<file path="src/rtl/tss_pkg.sv">
// shared constants, types and helpers of the tone script sequencer
package tss_pkg;

	localparam int SCRIPT_DEPTH = 256;
	localparam int MAX_EVENTS = 8;
	localparam int ADDR_W = (SCRIPT_DEPTH > 1) ? $clog2(SCRIPT_DEPTH) : 1;
	localparam int CNT_W = $clog2(MAX_EVENTS + 1);

	localparam logic [7:0] EV_STOP = 8'h80;
	localparam logic [7:0] EV_END = 8'hFF;
	localparam logic [1:0] PRESCALE_MASK = 2'h3;

	typedef enum logic [1:0] {
		OP_TICK = 2'd0,
		OP_RESTART = 2'd1,
		OP_LOAD = 2'd2,
		OP_NONE = 2'd3
	} op_t;

	typedef enum logic [1:0] {
		CMD_NONE = 2'd0,
		CMD_PLAY = 2'd1,
		CMD_STOP = 2'd2
	} cmd_t;

	typedef enum logic [2:0] {
		ST_IDLE,
		ST_CODE,
		ST_OCT,
		ST_LEN,
		ST_EMIT
	} state_t;

	typedef struct packed {
		cmd_t command;
		logic [7:0] semitone;
		logic [7:0] octave;
		logic is_playing;
		logic last;
	} result_t;

	typedef struct packed {
		logic load;
		result_t res;
	} emit_t;

	function automatic logic [ADDR_W-1:0] ptr_inc(input logic [ADDR_W-1:0] ptr);
		logic [ADDR_W-1:0] nxt;
		if (ptr == ADDR_W'(SCRIPT_DEPTH - 1)) begin
			nxt = '0;
		end else begin
			nxt = ptr + ADDR_W'(1);
		end
		return nxt;
	endfunction

endpackage

</file>
<file path="src/rtl/tss_script_ram.sv">
// script memory, one write port and one registered read port
module tss_script_ram (
	input  logic                       clk,
	input  logic                       wr_en,
	input  logic [tss_pkg::ADDR_W-1:0] wr_addr,
	input  logic [7:0]                 wr_data,
	input  logic [tss_pkg::ADDR_W-1:0] rd_addr,
	output logic [7:0]                 rd_data
);

	logic [7:0] mem [tss_pkg::SCRIPT_DEPTH];

	always_ff @(posedge clk) begin
		if (wr_en) begin
			mem[wr_addr] <= wr_data;
		end
	end

	always_ff @(posedge clk) begin
		rd_data <= mem[rd_addr];
	end

endmodule

</file>
<file path="src/rtl/tss_out_stage.sv">
// output register holding one result until the receiver takes it
module tss_out_stage (
	input  logic             clk,
	input  logic             arst_n,
	input  tss_pkg::emit_t   emit,
	output logic             free,
	output logic             valid,
	input  logic             ready,
	output tss_pkg::result_t res
);

	logic valid_q;
	tss_pkg::result_t res_q;

	assign free = !valid_q || ready;
	assign valid = valid_q;
	assign res = res_q;

	always_ff @(posedge clk or negedge arst_n) begin
		if (!arst_n) begin
			valid_q <= 1'b0;
		end else if (free) begin
			valid_q <= emit.load;
		end
	end

	always_ff @(posedge clk) begin
		if (free && emit.load) begin
			res_q <= emit.res;
		end
	end

endmodule

</file>
<file path="src/rtl/tss_interp.sv">
// script interpreter: prescaler, timing registers and event sequencing
module tss_interp (
	input  logic                       clk,
	input  logic                       arst_n,
	input  logic                       in_valid,
	output logic                       in_ready,
	input  tss_pkg::op_t               op,
	input  logic [7:0]                 load_address,
	input  logic [7:0]                 load_byte,
	output logic                       wr_en,
	output logic [tss_pkg::ADDR_W-1:0] wr_addr,
	output logic [7:0]                 wr_data,
	output logic [tss_pkg::ADDR_W-1:0] rd_addr,
	input  logic [7:0]                 rd_data,
	input  logic                       out_free,
	output tss_pkg::emit_t             emit
);

	tss_pkg::state_t state_q, state_d;

	logic [tss_pkg::ADDR_W-1:0] ptr_q;
	logic [15:0]                tick_q;
	logic [7:0]                 wait_q;
	logic                       running_q;
	logic [1:0]                 prescale_q;
	logic [tss_pkg::CNT_W-1:0]  n_q;
	logic [7:0]                 code_q;
	logic [7:0]                 oct_q;
	tss_pkg::result_t           res_q;

	logic                      fire;
	logic                      due;
	logic                      start_run;
	logic [tss_pkg::CNT_W-1:0] n_inc;
	logic                      cont;
	logic                      code_stop;

	always_comb begin
		fire = (prescale_q & tss_pkg::PRESCALE_MASK) == 2'd0;
		due = tick_q >= 16'(wait_q);
		start_run = (op == tss_pkg::OP_TICK) && fire && running_q && due;
		n_inc = n_q + tss_pkg::CNT_W'(1);
		cont = (rd_data == 8'h00) && (32'(n_inc) < tss_pkg::MAX_EVENTS);
		code_stop = code_q == tss_pkg::EV_STOP;
	end

	// next state
	always_comb begin
		state_d = state_q;
		unique case (state_q)
			tss_pkg::ST_IDLE: begin
				if (in_valid) begin
					state_d = start_run ? tss_pkg::ST_CODE : tss_pkg::ST_EMIT;
				end
			end
			tss_pkg::ST_CODE: begin
				if (rd_data == tss_pkg::EV_END) begin
					state_d = tss_pkg::ST_EMIT;
				end else if (rd_data == tss_pkg::EV_STOP) begin
					state_d = tss_pkg::ST_LEN;
				end else begin
					state_d = tss_pkg::ST_OCT;
				end
			end
			tss_pkg::ST_OCT: begin
				state_d = tss_pkg::ST_LEN;
			end
			tss_pkg::ST_LEN: begin
				state_d = tss_pkg::ST_EMIT;
			end
			tss_pkg::ST_EMIT: begin
				if (out_free) begin
					state_d = res_q.last ? tss_pkg::ST_IDLE : tss_pkg::ST_CODE;
				end
			end
			default: begin
				state_d = tss_pkg::ST_IDLE;
			end
		endcase
	end

	// outputs
	always_comb begin
		in_ready = 1'b0;
		rd_addr = ptr_q;
		wr_en = 1'b0;
		wr_addr = tss_pkg::ADDR_W'(load_address);
		wr_data = load_byte;
		emit.load = 1'b0;
		emit.res = res_q;
		unique case (state_q)
			tss_pkg::ST_IDLE: begin
				in_ready = 1'b1;
				wr_en = in_valid && (op == tss_pkg::OP_LOAD)
					&& (32'(load_address) < tss_pkg::SCRIPT_DEPTH);
			end
			tss_pkg::ST_CODE, tss_pkg::ST_OCT: begin
				rd_addr = tss_pkg::ptr_inc(ptr_q);
			end
			tss_pkg::ST_LEN: begin
				rd_addr = ptr_q;
			end
			tss_pkg::ST_EMIT: begin
				emit.load = out_free;
			end
			default: begin
				rd_addr = ptr_q;
			end
		endcase
	end

	always_ff @(posedge clk or negedge arst_n) begin
		if (!arst_n) begin
			state_q <= tss_pkg::ST_IDLE;
			ptr_q <= '0;
			tick_q <= '0;
			wait_q <= '0;
			running_q <= 1'b0;
			prescale_q <= '0;
			n_q <= '0;
		end else begin
			state_q <= state_d;
			unique case (state_q)
				tss_pkg::ST_IDLE: begin
					if (in_valid) begin
						unique case (op)
							tss_pkg::OP_TICK: begin
								prescale_q <= (prescale_q + 2'd1) & tss_pkg::PRESCALE_MASK;
								if (fire) begin
									tick_q <= tick_q + 16'd1;
								end
								if (start_run) begin
									n_q <= '0;
								end
							end
							tss_pkg::OP_RESTART: begin
								ptr_q <= '0;
								tick_q <= '0;
								wait_q <= '0;
								running_q <= 1'b1;
							end
							tss_pkg::OP_LOAD, tss_pkg::OP_NONE: begin
							end
							default: begin
							end
						endcase
					end
				end
				tss_pkg::ST_CODE: begin
					if (rd_data == tss_pkg::EV_END) begin
						running_q <= 1'b0;
					end else begin
						ptr_q <= tss_pkg::ptr_inc(ptr_q);
					end
				end
				tss_pkg::ST_OCT: begin
					ptr_q <= tss_pkg::ptr_inc(ptr_q);
				end
				tss_pkg::ST_LEN: begin
					wait_q <= rd_data;
					ptr_q <= tss_pkg::ptr_inc(ptr_q);
					tick_q <= 16'd1;
					n_q <= n_inc;
				end
				tss_pkg::ST_EMIT: begin
				end
				default: begin
				end
			endcase
		end
	end

	always_ff @(posedge clk) begin
		unique case (state_q)
			tss_pkg::ST_IDLE: begin
				res_q.command <= tss_pkg::CMD_NONE;
				res_q.semitone <= '0;
				res_q.octave <= '0;
				res_q.is_playing <= (op == tss_pkg::OP_RESTART) ? 1'b1 : running_q;
				res_q.last <= 1'b1;
			end
			tss_pkg::ST_CODE: begin
				code_q <= rd_data;
				res_q.command <= tss_pkg::CMD_STOP;
				res_q.semitone <= '0;
				res_q.octave <= '0;
				res_q.is_playing <= 1'b0;
				res_q.last <= 1'b1;
			end
			tss_pkg::ST_OCT: begin
				oct_q <= rd_data;
			end
			tss_pkg::ST_LEN: begin
				res_q.command <= code_stop ? tss_pkg::CMD_STOP : tss_pkg::CMD_PLAY;
				res_q.semitone <= code_stop ? 8'h00 : code_q;
				res_q.octave <= code_stop ? 8'h00 : oct_q;
				res_q.is_playing <= running_q;
				res_q.last <= !cont;
			end
			tss_pkg::ST_EMIT: begin
			end
			default: begin
			end
		endcase
	end

endmodule

</file>
<file path="src/rtl/tone_script_sequencer.sv">
// top level of the tone script sequencer
// usage:
//   requests enter on the s_axis channel: tuser carries the op (tick, restart,
//   load), tdata the load address and load byte. results leave on the m_axis
//   channel: tuser carries the command, tdata the semitone, octave and the
//   playing flag, tlast marks the final result of a request.
//   a load, a restart or a tick that plays nothing puts its one result on
//   m_axis by way of the emit state and then the output register. a tick
//   that plays events gives one result per event, each walking the script
//   memory one read a cycle: a stop passes the code and length states, a
//   tone the code, octave and length states and the end of the melody the
//   code state alone, each then the emit state and the output register; at
//   most eight events follow one tick.
//   the next request is taken the cycle after the last result of the previous
//   one enters the output register, so a request without events passes only
//   the idle and emit states; a stalled receiver holds that register and the
//   sequencer waits before handing over the next result.
//   reset clears the pointer, counters, prescaler and playing flag; the script
//   memory keeps whatever it held and must be loaded before a restart.
module tone_script_sequencer (
	input  logic        clk,
	input  logic        arst_n,
	input  logic        s_axis_tvalid,
	output logic        s_axis_tready,
	input  logic [15:0] s_axis_tdata,  // load_address, load_byte
	input  logic [1:0]  s_axis_tuser,  // op
	output logic        m_axis_tvalid,
	input  logic        m_axis_tready,
	output logic [23:0] m_axis_tdata,  // semitone, octave, is_playing, zero pad
	output logic [1:0]  m_axis_tuser,  // command
	output logic        m_axis_tlast
);

	logic                       wr_en;
	logic [tss_pkg::ADDR_W-1:0] wr_addr;
	logic [7:0]                 wr_data;
	logic [tss_pkg::ADDR_W-1:0] rd_addr;
	logic [7:0]                 rd_data;
	logic                       out_free;
	tss_pkg::emit_t             emit;
	tss_pkg::result_t           res;

	tss_script_ram u_ram (
		.clk     (clk),
		.wr_en   (wr_en),
		.wr_addr (wr_addr),
		.wr_data (wr_data),
		.rd_addr (rd_addr),
		.rd_data (rd_data)
	);

	tss_interp u_interp (
		.clk          (clk),
		.arst_n       (arst_n),
		.in_valid     (s_axis_tvalid),
		.in_ready     (s_axis_tready),
		.op           (tss_pkg::op_t'(s_axis_tuser)),
		.load_address (s_axis_tdata[7:0]),
		.load_byte    (s_axis_tdata[15:8]),
		.wr_en        (wr_en),
		.wr_addr      (wr_addr),
		.wr_data      (wr_data),
		.rd_addr      (rd_addr),
		.rd_data      (rd_data),
		.out_free     (out_free),
		.emit         (emit)
	);

	tss_out_stage u_out (
		.clk    (clk),
		.arst_n (arst_n),
		.emit   (emit),
		.free   (out_free),
		.valid  (m_axis_tvalid),
		.ready  (m_axis_tready),
		.res    (res)
	);

	assign m_axis_tdata = {7'b0, res.is_playing, res.octave, res.semitone};
	assign m_axis_tuser = res.command;
	assign m_axis_tlast = res.last;

endmodule

</file>
<file path="config.mk">
export PLATFORM = sky130hd
export DESIGN_NAME = tone_script_sequencer
export DESIGN_NICKNAME = d
export VERILOG_FILES = /design/src/rtl/tss_pkg.sv /design/src/rtl/tss_script_ram.sv /design/src/rtl/tss_out_stage.sv /design/src/rtl/tss_interp.sv /design/src/rtl/tone_script_sequencer.sv
export SDC_FILE = /design/constraint.sdc
export NUM_CORES = 2
export LEC_CHECK = 0
export ABC_AREA = 1
export BUFFER_PORTS_ARGS = -buffer_cell sky130_fd_sc_hd__buf_2
export CAP_MARGIN = 20
export CORE_MARGIN = 2
export CORE_UTILIZATION = 30
export DETAILED_ROUTE_END_ITERATION = 6
export PLACE_DENSITY = 0.55
export SYNTH_ARGS = -nofsm -noshare
export SYNTH_HDL_FRONTEND = slang
export SYNTH_SLANG_ARGS = --single-unit
</file>
<file path="constraint.sdc">
create_clock -name clk -period 3.15 [get_ports clk]
set_input_delay 0.4725 -clock clk [delete_from_list [all_inputs] [get_ports clk]]
set_output_delay 0.4725 -clock clk [all_outputs]
set_load 0.1 [all_outputs]
</file>
==> results.yml <==
die:
  row_count: 205
  initial_core_util_pct: 30.16
  dieArea_um2: 318000
  io_pins: 51
  fp.dieW_um: 564.0
  die_h_um: 564.0
  core_um2: 311900
critical_path:
  ff2ff_path_depth: 21
  required_ns: 3.92
  crit_cells: 21
  startpoint_type: "flop"
  crit_fanout: 20
  critPathLaunch: "u_interp.ptr_q[0]"
  cp_top_family: "simple AND/OR/NAND/NOR gates"
  crit_arrival_ns: 3.86
  critPathBufInv: 4
  critPathKind: "flop to flop"
  cp-end-kind: "flop"
  crit_chain: "ha_1 > nand2_2 > nor2_4 > nand2_2 > nand2_1 > nand2_2 > nand2_8 > buf_12 > clkbuf_16 > buf_12 > clkbuf_16 > nand2_1 > nand2_1 > nand2_1 > nand3_1 > nand3_1 > nand3_1 > nand3_1 > nand3_1 > nand3_1 > nand2_1"
  crit_top_cell: "nand3_1"
  cp_slowest_stage_delay_ns: 0.39
  r2r-start: "u_interp.ptr_q[0]"
  critPathSlowestCell: "dfrtp_1"
layout:
  final_nets: 9463
  layout-drive-gt1-share_pct: 11.62
  multi_input_area_um2: 21540
  final_util_pct: 35.89
  area_growth_pct: 18.99
  register_area_um2: 64420
  nFillCells: 30690
timing:
  final_hold_viol_count: 0
  fin_ws_ns: 0.06039
  fin_worst_skew_ns: 0.05904
  rsz0062_at_grt: "yes"
  holdWs_ns: 0.07189
  setup_viol: 0
  maxSlewHeadroom_pct: 39.78
  post-route-min-period_ns: 3.090
  tightest_slew_ns: 0.9000
  post-route-period-util_pct: 98.08
  clock.fmax_ghz: 0.3237
  finalMaxSlewViolations: 0
clock_tree:
  cts_root_buffer: "clkbuf_16"
  cts_tree: "built"
  numCtsBuffers: 225
  clock_latency_ns: 0.91
  clock-sinks: 2155
  cts.path.max_buffers: 4
  htree_levels: 4
  clk_pin_slew_ns: 0.06
global_route:
  grt_pass1_vias: 63210
  grt_max_degree: 92
  grt_pass1_wl_mm: 417.9
  antenna_found_initial: 9
  grt_use_total_pct: 17.47
  overflow: 0
route:
  dr.pass1.iters: 6
  wl_mm: 289.9
  vias: 65720
  drt-initial-drc-count: 8130
  drc: 0
  routed_via_density: 4.782
  ant_nets: 0
  wl_per_cell_um: 21.09
synth:
  synth.cell_area_um2: 94060
  synth_edf_count: 2104
  async_flop_share_pct: 1.995
  yosysWarnings: 0
  ys_seq_area_share_pct: 68.48
  yosys_most_used_dff: "edfxtp_1"
  syn-instance-count: 8977
  synth.distinct_cells: 49
  postSynthAreaPerCell_um2: 10.48
  synth-seq-cells: 2155
power:
  power_mw: 90.89
  p_comb_share_pct: 35.3
  p_switching_mw: 33.33
  peakVddDrop_v: 0.0007001
  p_sw_share_pct: 36.67
  power.leakage_nw: 45.41
  power_density_nw_per_um2: 812.0
  pwr-share-seq_pct: 35.8
  internal-power_mw: 57.56
  clockPowerShare_pct: 28.8
placed_design:
  pre_cts_slack_ns: -0.2700
  portBuffers: 43
  gp_congestion: 0.8609
  hpwl_mm: 173.2
worst_hold_path:
  holdCritPathClass: "primary input to flop"
  holdCritStartpoint: "s_axis_tdata[13]"
  worstHoldPathCells: 1
run:
  cap_violations: 0
status:
  status: "finished, final reports clean"
cell usage in the layout, fill, tap and decap left out, drive strengths merged:
cell	Yosys	routed
o32ai	1	1
a31oi	1	1
o211ai	64	64
clkbuf	128	295
clkinv	0	93
a21oi	18	18
o211a	1	1
nor4	6	6
nand4	7	7
bufinv	0	20
o221ai	1	1
buf	370	688
dlygate4sd3	0	7
bufbuf	0	3
clkinvlp	0	8
nor3	14	14
diode	0	1
or2	1	1
nand3b	48	48
or4	1	1
dfxtp	8	8
o2111a	1	1
nand3	1773	1773
nand2	2390	2390
edfxtp	2104	2104
nor2	311	311
a41oi	1	1
dfrtp	43	43
inv	1539	1543
o21ai	115	115
a221oi	1	1
ha	12	12
conb	1	7
o22ai	8	8
o21a	2	2
o2bb2ai	1	1
xor2	5	5
xnor2	1	1
flip-flops by register name (all words and copies together) (netlist names):
signal / flops
u_interp.tick_q: 16
u_interp.oct_q: 8
u_interp.running_q: 1
u_out.res: 20
u_ram.rd_data: 8
u_interp.state_q: 3
u_interp.n_q: 4
u_interp.code_q: 8
u_out.valid: 1
u_interp.prescale_q: 2
u_interp.ptr_q: 8
u_interp.emit: 20
u_ram.mem: 2048
u_interp.wait_q: 8
Yosys cell counts, types with 2 or more instances:
| cell | count | area (um2) |
|---|---|---|
| a21oi_1 | 18 | 90.09 |
| buf_1 | 39 | 146.4 |
| buf_2 | 246 | 1231 |
| buf_4 | 28 | 210.2 |
| buf_6 | 53 | 596.8 |
| buf_8 | 3 | 45.04 |
| clkbuf_1 | 128 | 480.5 |
| dfrtp_1 | 43 | 1076 |
| dfxtp_1 | 8 | 160.2 |
| edfxtp_1 | 2104 | 63180 |
| ha_1 | 12 | 150.1 |
| inv_1 | 1535 | 5762 |
| inv_2 | 3 | 11.26 |
| nand2_1 | 2382 | 8941 |
| nand2_2 | 3 | 18.77 |
| nand2_4 | 4 | 45.04 |
| nand3_1 | 1770 | 8859 |
| nand3_4 | 2 | 35.03 |
| nand3b_1 | 48 | 360.4 |
| nand4_1 | 7 | 43.79 |
| nor2_1 | 308 | 1156 |
| nor2_2 | 2 | 12.51 |
| nor3_1 | 14 | 70.07 |
| nor4_1 | 6 | 37.54 |
| o211ai_1 | 64 | 480.5 |
| o21a_1 | 2 | 15.01 |
| o21ai_0 | 110 | 550.5 |
| o21ai_1 | 3 | 15.01 |
| o22ai_1 | 8 | 50.05 |
| xor2_1 | 5 | 43.79 |
cells by family (layout without fill, tap and decap cells):
kind of cell               count (synthesis)  after routing  synth area share, %
DFF                                     2155           2155                68.48
and+or+nand+nor                         4551           4551                20.87
adders and majority gates                 12             12               0.1596
AOI/OAI and AO/OA                        215            215                1.379
xor gates and xnor gates                   6              6              0.05587
other                                      1              8             0.003987
buffers and inverters                   2037           2657                9.046
per-stage QoR:
stage / instance area (um2) / cells / TNS, ns
floorplan: 94090 / 8983 / 0
global placement: 103400 / 13290 / -0.9424
detailed placement: 103400 / 13290 / -0.6978
CTS: 110800 / 13710 / -0.01550
global route: 111900 / 13740 / -0.09992
finish: 111900 / 13740 / 0
power by group through the flow:
stage	logic (mW)	clock network (mW)	registers (mW)
3_5_place_dp	29.3	0	33.2
3_3_place_gp	29.2	0	33.1
5_1_grt	34.8	27.7	32.6
2_1_floorplan	17.8	0	33.9
4_1_cts	29.9	26.6	32.5
6_report	32.1	26.2	32.6
repair_timing:
action                                 CTS  global route
endpoints found under the hold margin   78             6
hold buffers                             6             1
gates cloned                             3            19
gates resized for setup                 29            72
setup endpoints to repair                8           262
pin swaps                                2             7
setup buffers                            2            17
area by class of cell:
class / count / share of cell area, %
flip-flops and latches: 2155 / 57.55
multi-input cells: 4791 / 19.24
repair buffers: 716 / 7.028
clock buffers: 277 / 5.296
inverters: 1539 / 5.196
well taps: 4140 / 4.628
clock inverters: 124 / 1.044
repair inverters: 1 / 0.01006
diodes: 1 / 0.002236
final timing paths:
| path | slack, ns | to |
|---|---|---|
| max | 0.06 | u_ram.rd_data[6] |
| min | 0.07 | u_ram.mem[96][5] |
| max reg2reg | 0.06 | u_ram.rd_data[6] |
| min reg2reg | 0.39 | u_out.res[13] |
| max in group asynchronous | 2.11 | u_interp.ptr_q[0] |
| min in group asynchronous | 0.56 | u_out.valid |
layer usage:
| metal | vias to the layer above | GRT usage, % | routed length, um |
|---|---|---|---|
| li1 | 30440 | - | - |
| met1 | 32290 | 24.19 | 124600 |
| met2 | 2536 | 28.26 | 134500 |
| met3 | 448 | 2.577 | 21920 |
| met4 | 2 | 5.248 | 8919 |
| met5 | - | 0 | 7 |
Power figures use the tool's default switching activity.
